### src/rtl/core/ccs_pkg.sv
// Shared types, constants and helpers for the colour code stripper.
package ccs_pkg;

   localparam logic [7:0] CARET_BYTE  = 8'h5E;
   localparam logic [7:0] END_BYTE    = 8'h00;
   localparam int         CODE_DIGITS = 6;
   localparam int         HELD_MAX    = CODE_DIGITS - 1;
   localparam int         PEND_W      = 3;
   localparam int         DIGIT_IDX_W = $clog2(HELD_MAX);
   localparam int         STEP_W      = 3;
   localparam int         LIMIT_W     = 12;
   localparam logic [LIMIT_W-1:0] LIMIT_RESET = 12'd511;

   localparam int QUEUE_DEPTH = 2;
   localparam int QPTR_W      = $clog2(QUEUE_DEPTH);
   localparam int QCNT_W      = $clog2(QUEUE_DEPTH + 1);

   typedef enum logic [1:0] {
      TAIL_NONE,
      TAIL_BYTE,
      TAIL_END
   } tail_type;

   // one queued command: flush of held bytes, then an optional tail result
   typedef struct packed {
      logic [PEND_W-1:0]              flush_len;
      logic [HELD_MAX-1:0][7:0]       digits;
      tail_type                       tail;
      logic [7:0]                     char_val;
   } cmd_type;

   typedef struct packed {
      logic    valid;
      cmd_type cmd;
   } q_head_type;

   function automatic logic is_hex(input logic [7:0] c);
      return (c >= 8'h30 && c <= 8'h39) ||
             (c >= 8'h41 && c <= 8'h46) ||
             (c >= 8'h61 && c <= 8'h66);
   endfunction

endpackage

### src/rtl/core/color_code_stripper_unit.sv
// Top level of the colour code stripper: front end, command queue, back end.
// A byte that yields a result passes the command queue, then the back end's output register.
// Throughput: one transaction per cycle for plain bytes and swallowed code digits,
// while the queue has room. A broken code flushes caret plus held digits at one result
// per cycle unless stalled (seven at most), paced by the back end's single output register.
// Reset (synchronous, active high) clears held state, counts, queue and rsp_valid; limit = 511.
module color_code_stripper_unit (
   input  logic        clock,
   input  logic        reset,
   // input byte stream
   input  logic        req_valid,
   output logic        req_ready,
   input  logic [7:0]  req_char_in,
   // result stream
   output logic        rsp_valid,
   input  logic        rsp_ready,
   output logic [7:0]  rsp_char_out,
   output logic        rsp_has_byte,
   output logic        rsp_end_of_text,
   // output limit register
   input  logic        csr_write_en,
   input  logic [11:0] csr_write_data
);

   // output limit; the user must write it only while the block is idle, the block does not enforce it
   logic [ccs_pkg::LIMIT_W-1:0] limit_ff, limit_in;

   logic                 q_full;
   logic                 push;
   ccs_pkg::cmd_type     push_cmd;
   logic                 pop;
   ccs_pkg::q_head_type  head;

   assign limit_in = csr_write_en ? csr_write_data : limit_ff;

   always_ff @(posedge clock) begin
      if (reset) begin
         limit_ff <= ccs_pkg::LIMIT_RESET;
      end else begin
         limit_ff <= limit_in;
      end
   end

   // front end: classifies each transaction, holds caret and digits of a
   // code in progress, and queues a command only when something is due
   ccs_front u_front (
      .clock       (clock),
      .reset       (reset),
      .req_valid   (req_valid),
      .req_ready   (req_ready),
      .req_char_in (req_char_in),
      .q_full      (q_full),
      .push        (push),
      .push_cmd    (push_cmd)
   );

   // two-entry queue: lets input flow on while a flush burst drains
   ccs_queue u_queue (
      .clock    (clock),
      .reset    (reset),
      .push     (push),
      .push_cmd (push_cmd),
      .full     (q_full),
      .pop      (pop),
      .head     (head)
   );

   // back end: emits flush bytes then the tail, counts bytes against limit
   ccs_back u_back (
      .clock           (clock),
      .reset           (reset),
      .head            (head),
      .pop             (pop),
      .limit           (limit_ff),
      .rsp_valid       (rsp_valid),
      .rsp_ready       (rsp_ready),
      .rsp_char_out    (rsp_char_out),
      .rsp_has_byte    (rsp_has_byte),
      .rsp_end_of_text (rsp_end_of_text)
   );

endmodule

### src/rtl/core/ccs_front.sv
// Front end: accepts text bytes, tracks held colour codes, issues commands.
module ccs_front (
   input  logic             clock,
   input  logic             reset,
   input  logic             req_valid,
   output logic             req_ready,
   input  logic [7:0]       req_char_in,
   input  logic             q_full,
   output logic             push,
   output ccs_pkg::cmd_type push_cmd
);

   logic [ccs_pkg::PEND_W-1:0]             pend_ff, pend_in;
   logic [ccs_pkg::HELD_MAX-1:0][7:0]      digits_ff, digits_in;
   logic                                   accept;
   logic                                   absorb;
   logic [ccs_pkg::DIGIT_IDX_W-1:0]        wr_idx;

   assign req_ready = !q_full;
   assign accept    = req_valid && req_ready;

   // hex digit after a caret is swallowed (terminator is never hex)
   assign absorb = (pend_ff != '0) && ccs_pkg::is_hex(req_char_in);
   assign wr_idx = ccs_pkg::DIGIT_IDX_W'(pend_ff - ccs_pkg::PEND_W'(1));

   always_comb begin
      pend_in   = pend_ff;
      digits_in = digits_ff;
      push      = 1'b0;

      push_cmd.flush_len = pend_ff;
      push_cmd.digits    = digits_ff;
      push_cmd.char_val  = req_char_in;
      if (req_char_in == ccs_pkg::END_BYTE) begin
         push_cmd.tail = ccs_pkg::TAIL_END;
      end else if (req_char_in == ccs_pkg::CARET_BYTE) begin
         push_cmd.tail = ccs_pkg::TAIL_NONE;
      end else begin
         push_cmd.tail = ccs_pkg::TAIL_BYTE;
      end

      if (accept) begin
         if (absorb) begin
            if (pend_ff >= ccs_pkg::PEND_W'(ccs_pkg::CODE_DIGITS)) begin
               pend_in = '0;   // full code dropped
            end else begin
               digits_in[wr_idx] = req_char_in;
               pend_in           = pend_ff + ccs_pkg::PEND_W'(1);
            end
         end else begin
            push    = (pend_ff != '0) || (push_cmd.tail != ccs_pkg::TAIL_NONE);
            pend_in = (req_char_in == ccs_pkg::CARET_BYTE) ? ccs_pkg::PEND_W'(1) : '0;
         end
      end
   end

   always_ff @(posedge clock) begin
      if (reset) begin
         pend_ff <= '0;
      end else begin
         pend_ff <= pend_in;
      end
      digits_ff <= digits_in;
   end

endmodule

### src/rtl/core/ccs_queue.sv
// Short command queue between front end and back end.
module ccs_queue (
   input  logic                clock,
   input  logic                reset,
   input  logic                push,
   input  ccs_pkg::cmd_type    push_cmd,
   output logic                full,
   input  logic                pop,
   output ccs_pkg::q_head_type head
);

   ccs_pkg::cmd_type                 entries_ff [ccs_pkg::QUEUE_DEPTH];
   logic [ccs_pkg::QPTR_W-1:0]       wr_ptr_ff, wr_ptr_in;
   logic [ccs_pkg::QPTR_W-1:0]       rd_ptr_ff, rd_ptr_in;
   logic [ccs_pkg::QCNT_W-1:0]       count_ff, count_in;

   function automatic logic [ccs_pkg::QPTR_W-1:0] ptr_next(
      input logic [ccs_pkg::QPTR_W-1:0] p);
      return (p == ccs_pkg::QPTR_W'(ccs_pkg::QUEUE_DEPTH - 1)) ?
             '0 : p + ccs_pkg::QPTR_W'(1);
   endfunction

   assign full       = (count_ff == ccs_pkg::QCNT_W'(ccs_pkg::QUEUE_DEPTH));
   assign head.valid = (count_ff != '0);
   assign head.cmd   = entries_ff[rd_ptr_ff];

   always_comb begin
      wr_ptr_in = push ? ptr_next(wr_ptr_ff) : wr_ptr_ff;
      rd_ptr_in = pop  ? ptr_next(rd_ptr_ff) : rd_ptr_ff;
      count_in  = count_ff;
      if (push && !pop) begin
         count_in = count_ff + ccs_pkg::QCNT_W'(1);
      end else if (pop && !push) begin
         count_in = count_ff - ccs_pkg::QCNT_W'(1);
      end
   end

   always_ff @(posedge clock) begin
      if (reset) begin
         wr_ptr_ff <= '0;
         rd_ptr_ff <= '0;
         count_ff  <= '0;
      end else begin
         wr_ptr_ff <= wr_ptr_in;
         rd_ptr_ff <= rd_ptr_in;
         count_ff  <= count_in;
      end
      if (push) begin
         entries_ff[wr_ptr_ff] <= push_cmd;
      end
   end

endmodule

### src/rtl/core/ccs_back.sv
// Back end: walks each command one result per cycle while the output is free, applies the output limit.
module ccs_back (
   input  logic                         clock,
   input  logic                         reset,
   input  ccs_pkg::q_head_type          head,
   output logic                         pop,
   input  logic [ccs_pkg::LIMIT_W-1:0]  limit,
   output logic                         rsp_valid,
   input  logic                         rsp_ready,
   output logic [7:0]                   rsp_char_out,
   output logic                         rsp_has_byte,
   output logic                         rsp_end_of_text
);

   logic [ccs_pkg::STEP_W-1:0]      step_ff, step_in;
   logic [ccs_pkg::LIMIT_W-1:0]     emitted_ff, emitted_in;
   logic                            valid_ff, valid_in;
   logic [7:0]                      char_ff, char_in;
   logic                            has_byte_ff, has_byte_in;
   logic                            eot_ff, eot_in;

   logic                            out_free;
   logic                            advance;
   logic                            in_flush;
   logic                            is_end;
   logic                            drop;
   logic                            last;
   logic [ccs_pkg::STEP_W-1:0]      total;
   logic [ccs_pkg::STEP_W-1:0]      step_plus;
   logic [ccs_pkg::DIGIT_IDX_W-1:0] dig_idx;
   logic [7:0]                      cur_byte;

   assign out_free  = !valid_ff || rsp_ready;
   assign advance   = head.valid && out_free;
   assign total     = ccs_pkg::STEP_W'(head.cmd.flush_len) +
                      ccs_pkg::STEP_W'(head.cmd.tail != ccs_pkg::TAIL_NONE);
   assign step_plus = step_ff + ccs_pkg::STEP_W'(1);
   assign last      = (step_plus == total);
   assign pop       = advance && last;

   assign in_flush = (step_ff < ccs_pkg::STEP_W'(head.cmd.flush_len));
   assign is_end   = !in_flush && (head.cmd.tail == ccs_pkg::TAIL_END);
   assign drop     = !is_end && (emitted_ff >= limit);
   assign dig_idx  = (step_ff == '0) ? '0 :
                     ccs_pkg::DIGIT_IDX_W'(step_ff - ccs_pkg::STEP_W'(1));

   always_comb begin
      if (!in_flush) begin
         cur_byte = head.cmd.char_val;
      end else if (step_ff == '0) begin
         cur_byte = ccs_pkg::CARET_BYTE;
      end else begin
         cur_byte = head.cmd.digits[dig_idx];
      end
   end

   always_comb begin
      step_in     = step_ff;
      emitted_in  = emitted_ff;
      valid_in    = valid_ff && !rsp_ready;
      char_in     = char_ff;
      has_byte_in = has_byte_ff;
      eot_in      = eot_ff;
      if (advance) begin
         step_in = last ? '0 : step_plus;
         if (is_end) begin
            valid_in    = 1'b1;
            char_in     = ccs_pkg::END_BYTE;
            has_byte_in = 1'b0;
            eot_in      = 1'b1;
            emitted_in  = '0;
         end else if (!drop) begin
            valid_in    = 1'b1;
            char_in     = cur_byte;
            has_byte_in = 1'b1;
            eot_in      = 1'b0;
            emitted_in  = emitted_ff + ccs_pkg::LIMIT_W'(1);
         end
      end
   end

   always_ff @(posedge clock) begin
      if (reset) begin
         step_ff    <= '0;
         emitted_ff <= '0;
         valid_ff   <= 1'b0;
      end else begin
         step_ff    <= step_in;
         emitted_ff <= emitted_in;
         valid_ff   <= valid_in;
      end
      char_ff     <= char_in;
      has_byte_ff <= has_byte_in;
      eot_ff      <= eot_in;
   end

   assign rsp_valid       = valid_ff;
   assign rsp_char_out    = char_ff;
   assign rsp_has_byte    = has_byte_ff;
   assign rsp_end_of_text = eot_ff;

   a_step_in_range: assert property (@(posedge clock) disable iff (reset)
      head.valid |-> (step_ff < total))
      else $error("step beyond command length");

   a_idle_step_zero: assert property (@(posedge clock) disable iff (reset)
      !head.valid |-> (step_ff == '0))
      else $error("step left mid-command with empty queue");

   a_end_clears_count: assert property (@(posedge clock) disable iff (reset)
      (advance && is_end) |=> (emitted_ff == '0) && valid_ff && eot_ff && !has_byte_ff)
      else $error("end marker did not reset emitted count");

endmodule

### config.mk
export PLATFORM = sky130hd
export DESIGN_NAME = color_code_stripper_unit
export DESIGN_NICKNAME = d
export VERILOG_FILES = /design/src/rtl/core/ccs_pkg.sv /design/src/rtl/core/color_code_stripper_unit.sv /design/src/rtl/core/ccs_front.sv /design/src/rtl/core/ccs_queue.sv /design/src/rtl/core/ccs_back.sv
export SDC_FILE = /design/constraint.sdc
export NUM_CORES = 1
export LEC_CHECK = 0
export BUFFER_PORTS_ARGS = -buffer_cell sky130_fd_sc_hd__buf_2
export CAP_MARGIN = 20
export CORE_MARGIN = 3
export CORE_UTILIZATION = 60
export CTS_BUF_LIST = sky130_fd_sc_hd__clkbuf_4
export CTS_CLUSTER_DIAMETER = 120
export DETAILED_ROUTE_END_ITERATION = 10
export GPL_TIMING_DRIVEN = 0
export MAX_ROUTING_LAYER = met4
export PLACE_DENSITY = 0.78
export SLEW_MARGIN = 5
export SYNTH_ARGS = -nofsm -noshare
export SYNTH_HDL_FRONTEND = slang
export SYNTH_SLANG_ARGS = --single-unit
### constraint.sdc
create_clock -name clock -period 12.7 [get_ports clock]
set_input_delay 1.905 -clock clock [delete_from_list [all_inputs] [get_ports clock]]
set_output_delay 1.905 -clock clock [all_outputs]
set_load 0.05 [all_outputs]
* After elaboration in Yosys (flattened, before gate mapping)
Memories as Yosys holds them, arrays and structs flattened. A register that Yosys moved wholly into a read port is not among the register bits. Cells that the tools add are included.
Word-level totals: register bits after elaboration 85, memory bits (writable) 106, logic and storage cells 110, memories kept 1
Memories:
- u_queue.entries_ff | depth 2, bits a word 53, rd ports 1, clocked after memory_dff 1, wr ports 1, line ccs_queue.sv:12 | ccs_pkg::cmd_type entries_ff [ccs_pkg::QUEUE_DEPTH];
Cells by class: add/sub/neg operators 10, magnitude comparators 12, equality and inequality tests 5, mux-type cells 32, bitwise gates (word level) 1, reduce and logical (&&, ||, !) cells 33
Operator list (count):
- $bwmux 40 | 1
- $mux 8 | 5
- $bmux 8 s3 | 1
- $demux 8 s3 | 1
- $mux 12 | 2
- $ge 8x7->1 const B | 2
- $le 8x7->1 const B | 2
- $mux 1 | 15
- $logic_and 1x1->1 | 13
- $add 12x1->12 const B | 1
- $ge 12x12->1 | 1
- $mux 3 | 4
- $eq 8x7->1 const B | 1
- $ge 8x6->1 const B | 1
- $le 8x6->1 const B | 1
- $logic_not 8->1 | 1
- $lt 3x4->1 const B | 2
- $reduce_bool 2->1 | 4
- $logic_not 1->1 | 7
- $add 3x1->3 const B | 2
- $mux 2 | 3
- $sub 3x1->3 const B | 2
- $eq 2x2->1 const B | 2
- $logic_or 1x1->1 | 4
- 14 further kinds | 15

* Depth between registers and ports, before layout
word-level depth 11, gate-level depth with buffers 16, gate-level depth less buffers 13

* Hierarchy
From an unflattened synthesis, not the netlist that was laid out.
Second synthesis, totals: cell total of the unflattened synthesis 566, area total of the unflattened synthesis 8448.1 um^2
Modules (own cells, without submodules):
- ccs_queue | instances 1, cells an instance 187, area each 4051.4 um^2, sequential area each 3283.1 um^2
- ccs_back | instances 1, cells an instance 238, area each 2269.7 um^2, sequential area each 620.6 um^2
- ccs_front | instances 1, cells an instance 102, area each 1666.6 um^2, sequential area each 1261.2 um^2
- color_code_stripper_unit | instances 1, cells an instance 39, area each 460.4 um^2, sequential area each 240.2 um^2

* Least setup slack after synthesis
No wires, ideal clock.
path type input to register, from input port req_char_in[1], to memory u_queue.entries_ff[0][0] in the netlist's numbering, enable pin, library setup time 0.470 ns, data arrival time 5.142 ns, data required time 12.230 ns, setup slack 7.088 ns, stages 5, buffers on the path 0, path through or3_1 -> nand4_1 -> a211oi_1 -> a211oi_2 -> nor2b_1
On the way: word-level cells in the longest chain between the ends 9, elaborated cells between the ends (all ways) 22
Ends and longest elaborated chain:
- start: declaration | line color_code_stripper_unit.sv:13 | input logic [7:0] req_char_in,
- $ge 8x6->1, or another cell as far along | line ccs_pkg.sv:38 | return (c >= 8'h30 && c <= 8'h39) ||
- $logic_and 1x1->1, or another cell as far along | line ccs_pkg.sv:38
- $logic_or 1x1->1 or $mux 2 (tied branches) | line ccs_pkg.sv:38, ccs_front.sv:34
- $logic_or 1x1->1 or $reduce_bool 2->1 (tied branches) | line ccs_pkg.sv:39, ccs_front.sv:51
- $logic_and 1x1->1 or $logic_or 1x1->1 (tied branches) | line ccs_front.sv:23, ccs_front.sv:51
- $mux 1 * | line ccs_front.sv:43 | if (absorb) begin
- $mux 1 * | line ccs_front.sv:42 | if (accept) begin
- net push | line color_code_stripper_unit.sv:29 | logic push;
- $mux 1 * | line ccs_queue.sv:48 | if (push) begin
- $mux 1 (implied by the code) * | line ccs_queue.sv:49 | entries_ff[wr_ptr_ff] <= push_cmd;
- end: declaration | line ccs_queue.sv:12
Mark *: on every way through the listed nets, which the timed path passes. The rest lies on a longest branch.

==> impl_metrics.toml <==
[logic_synthesis]
ys_ff_latch = 192
synth.area.mux_share_pct = 7.05
syn_area_mm2 = 0.00781
synthAdderAreaFrac_pct = 4.17
synth-compound-area-share_pct = 8.49
synthArstFlopShare_pct = 0
synth_top_family_by_area = "compound AO/OA/AOI/OAI gates"
synth_cell_types = 52
syn_avg_cell_area_um2 = 14.9
synth-simple-area-share_pct = 7.45
syn_nets = 575
synth-seq-area-share_pct = 69.2
synth_top_flop_cell = "edfxtp_1"
synth-xor-area-share_pct = 1.46
yosysWarningCount = 0
synth_edf_count = 156
synth_cells = 524

[critical_path]
worstPathRequired_ps = 13140
cp_max_fo = 10
crit_arrival_ps = 4600
reg2reg_slack_ps = 8540
crit_type = "flop to flop"
reg2regPathDepth = 11
endpoint_kind = "flop"
r2r-end = "u_back.rsp_char_out[7]"
worst_setup_path_start_kind = "flop"

[route]
wl_um = 14500
dr.pass1.iters = 5
wire_per_inst_um = 18.9
ant_nets = 0
vias = 4479
drt_iter0_markers = 480
drc = 0
vias_per_cell = 5.83

[timing]
min_period_ps = 4160
hold_viol = 0
slew_headroom_pct = 35.6
finalSetupViolations = 0
fin_skew_ps = 12.8
slew_viol_final = 0
whs_ps = 456
rsz0062_at_grt = "false"
fmax_ghz = 0.240
tightestPinTransition_ps = 961
fin_crit_sh_pct = 32.8
finalSetupTns_ps = 0

[clocking]
clockBufferDepth = 2
cts_resized = 0
root_buffer = "clkbuf_4"
postCtsHoldBufs = 0
cts_made_buffers = 17
cts_setup_buffers = 0
path_clk_slew_ps = 140
cts_max_level = 4
clock_latency_ps = 560
cts_tree = "built"
clkSinkCount = 192

[layout]
drive_gt1_share_pct = 19.5
synthToLayoutAreaGrowth_pct = 9.42
final_core_utilization_pct = 67.4
nets = 634

[floorplanning]
rows = 41
start_util_pct = 61.6
die_y_um = 120
die_area_mm2 = 0.0144
coreArea_mm2 = 0.0127
num_io_pins = 37
chipWidth_um = 120

[grt]
grt_usage_pct = 22.0
grt_pass1_vias = 4505
globalRouteOverflowTotal = 0
grt_pass1_wl_um = 23100
grt_max_degree = 34
grt_antenna_before_repair = 1

[placed_design]
dpl.hpwl_um = 10100
io_buffer_count = 35
place.gp.congestion = 0.832

[pwr]
p_leak_nw = 2.98
p_per_area_mw_per_mm2 = 182
ir_drop_v = 0.000108
finalPower_mw = 1.55

[outcome]
status = "finished, final reports clean"

[hold_path]
min_path_cells = 0
hold-path-endpoint = "u_queue.entries_ff[1][34]"
min_path_type = "flop to flop"
hp-start = "u_front.push_cmd[34]"

[flow_run]
max-cap-violations = 0
## Yosys cell counts (8+ instances only)
cell type | number | area (um2)
edfxtp_1 | 156 | 4680
dfxtp_1 | 36 | 721
nand2_1 | 30 | 113
nor2_1 | 27 | 101
ha_1 | 26 | 325
inv_1 | 26 | 97.6
a21oi_1 | 25 | 125
mux2i_1 | 19 | 190
clkbuf_1 | 12 | 45.0
mux2_2 | 12 | 135
o21ai_0 | 11 | 55.1
mux4_2 | 10 | 225
nor2b_1 | 10 | 62.6
o211ai_1 | 9 | 67.6
xnor2_1 | 9 | 78.8
nand3_1 | 8 | 40.0
## cell type report
type | count | area (um2)
inverter | 26 | 97.6
clock inverter | 12 | 109
fill | 900 | 4130
clock buffer | 19 | 143
tap | 172 | 215
buffer | 17 | 68.8
multi-input combinational | 289 | 2260
timing repair buffer | 40 | 238
sequential | 192 | 5410
antenna | 1 | 2.50
## power by group
group / internal, mW / switching [mW]
clock network: 0.102 / 0.196
registers: 0.772 / 0.0260
logic: 0.167 / 0.290
## state kept, by name, summed over array words and instances (netlist names), named ones only
register and cells:
u_queue.entries_ff 106, u_front.push_cmd 40, limit_ff 12, u_back.emitted_ff 12
u_back.rsp_char_out 8, u_back.step_ff 3, u_front.pend_ff 3, u_queue.count_ff 2
u_back.rsp_end_of_text 1, u_back.rsp_has_byte 1, u_back.rsp_valid 1, u_queue.rd_ptr_ff 1
u_queue.wr_ptr_ff 1
## stage by stage
stage | setup WS (ps) | std cells | area (um2)
floorplan | 7090 | 524 | 7810
global placement | 5630 | 731 | 8200
detailed placement | 8140 | 736 | 8290
CTS | 8590 | 767 | 8540
global route | 8320 | 768 | 8540
finish | 8540 | 768 | 8540
## per-layer routing
| metal | track usage, % | share of wire (%) | vias to the layer above |
|---|---|---|---|
| met4 | 7.02 | 1.4 | 0 |
| met3 | 5.09 | 6.2 | 22 |
| met2 | 35.9 | 51 | 146 |
| li1 | - | - | 2120 |
| met5 | - | 0 | - |
| met1 | 27.8 | 41 | 2191 |
## worst max-delay path, cell delays in order, from the launching register on
cell	delay, ps
dfxtp_1	330
buf_2	250
buf_1	510
clkbuf_1	450
mux2i_1	300
ha_1	260
o21a_1	160
o2bb2ai_1	630
nand2b_1	410
nand2b_1	330
o22ai_1	220
a31o_2	170
## placed cells by master, fill, tap and decap left out, drive strengths merged, types with 8 or more instances in the layout
| master | Yosys | routed |
|---|---|---|
| nor2b | 11 | 11 |
| o21ai | 14 | 14 |
| dfxtp | 36 | 36 |
| a21oi | 26 | 26 |
| clkbuf | 12 | 31 |
| mux2i | 19 | 19 |
| o211ai | 10 | 10 |
| mux4 | 10 | 10 |
| buf | 5 | 45 |
| inv | 26 | 31 |
| edfxtp | 156 | 156 |
| nand2 | 30 | 30 |
| xnor2 | 9 | 9 |
| nor2 | 28 | 28 |
| ha | 26 | 26 |
| mux2 | 12 | 12 |
| nand3 | 8 | 8 |
## logic make-up (layout without fill, tap and decap cells)
group,Yosys count,in the layout
multiplexers,41,41
XOR/XNOR,13,13
buffers and inverters,43,114
adder cells (fa/ha/maj),26,26
AO/OA/AOI/OAI,94,94
other,0,1
flip-flops,192,192
AND/OR/NAND/NOR,115,115
## worst max path at each step
stage / startpoint / endpoint / slack, ps / depth (start not counted)
6_report: flop / u_back.rsp_char_out[7] / 8540 / 11
5_1_grt: flop / u_queue.count_ff[1] / 8320 / 14
4_1_cts: flop / u_back.rsp_char_out[7] / 8590 / 11
3_5_place_dp: req_char_in[2] / u_front.push_cmd[21] / 8140 / 7
3_3_place_gp: req_char_in[2] / u_queue.entries_ff[0][29] / 5630 / 6
2_1_floorplan: req_char_in[1] / u_queue.entries_ff[0][0] / 7090 / 5
Power figures use the tool's default switching activity.
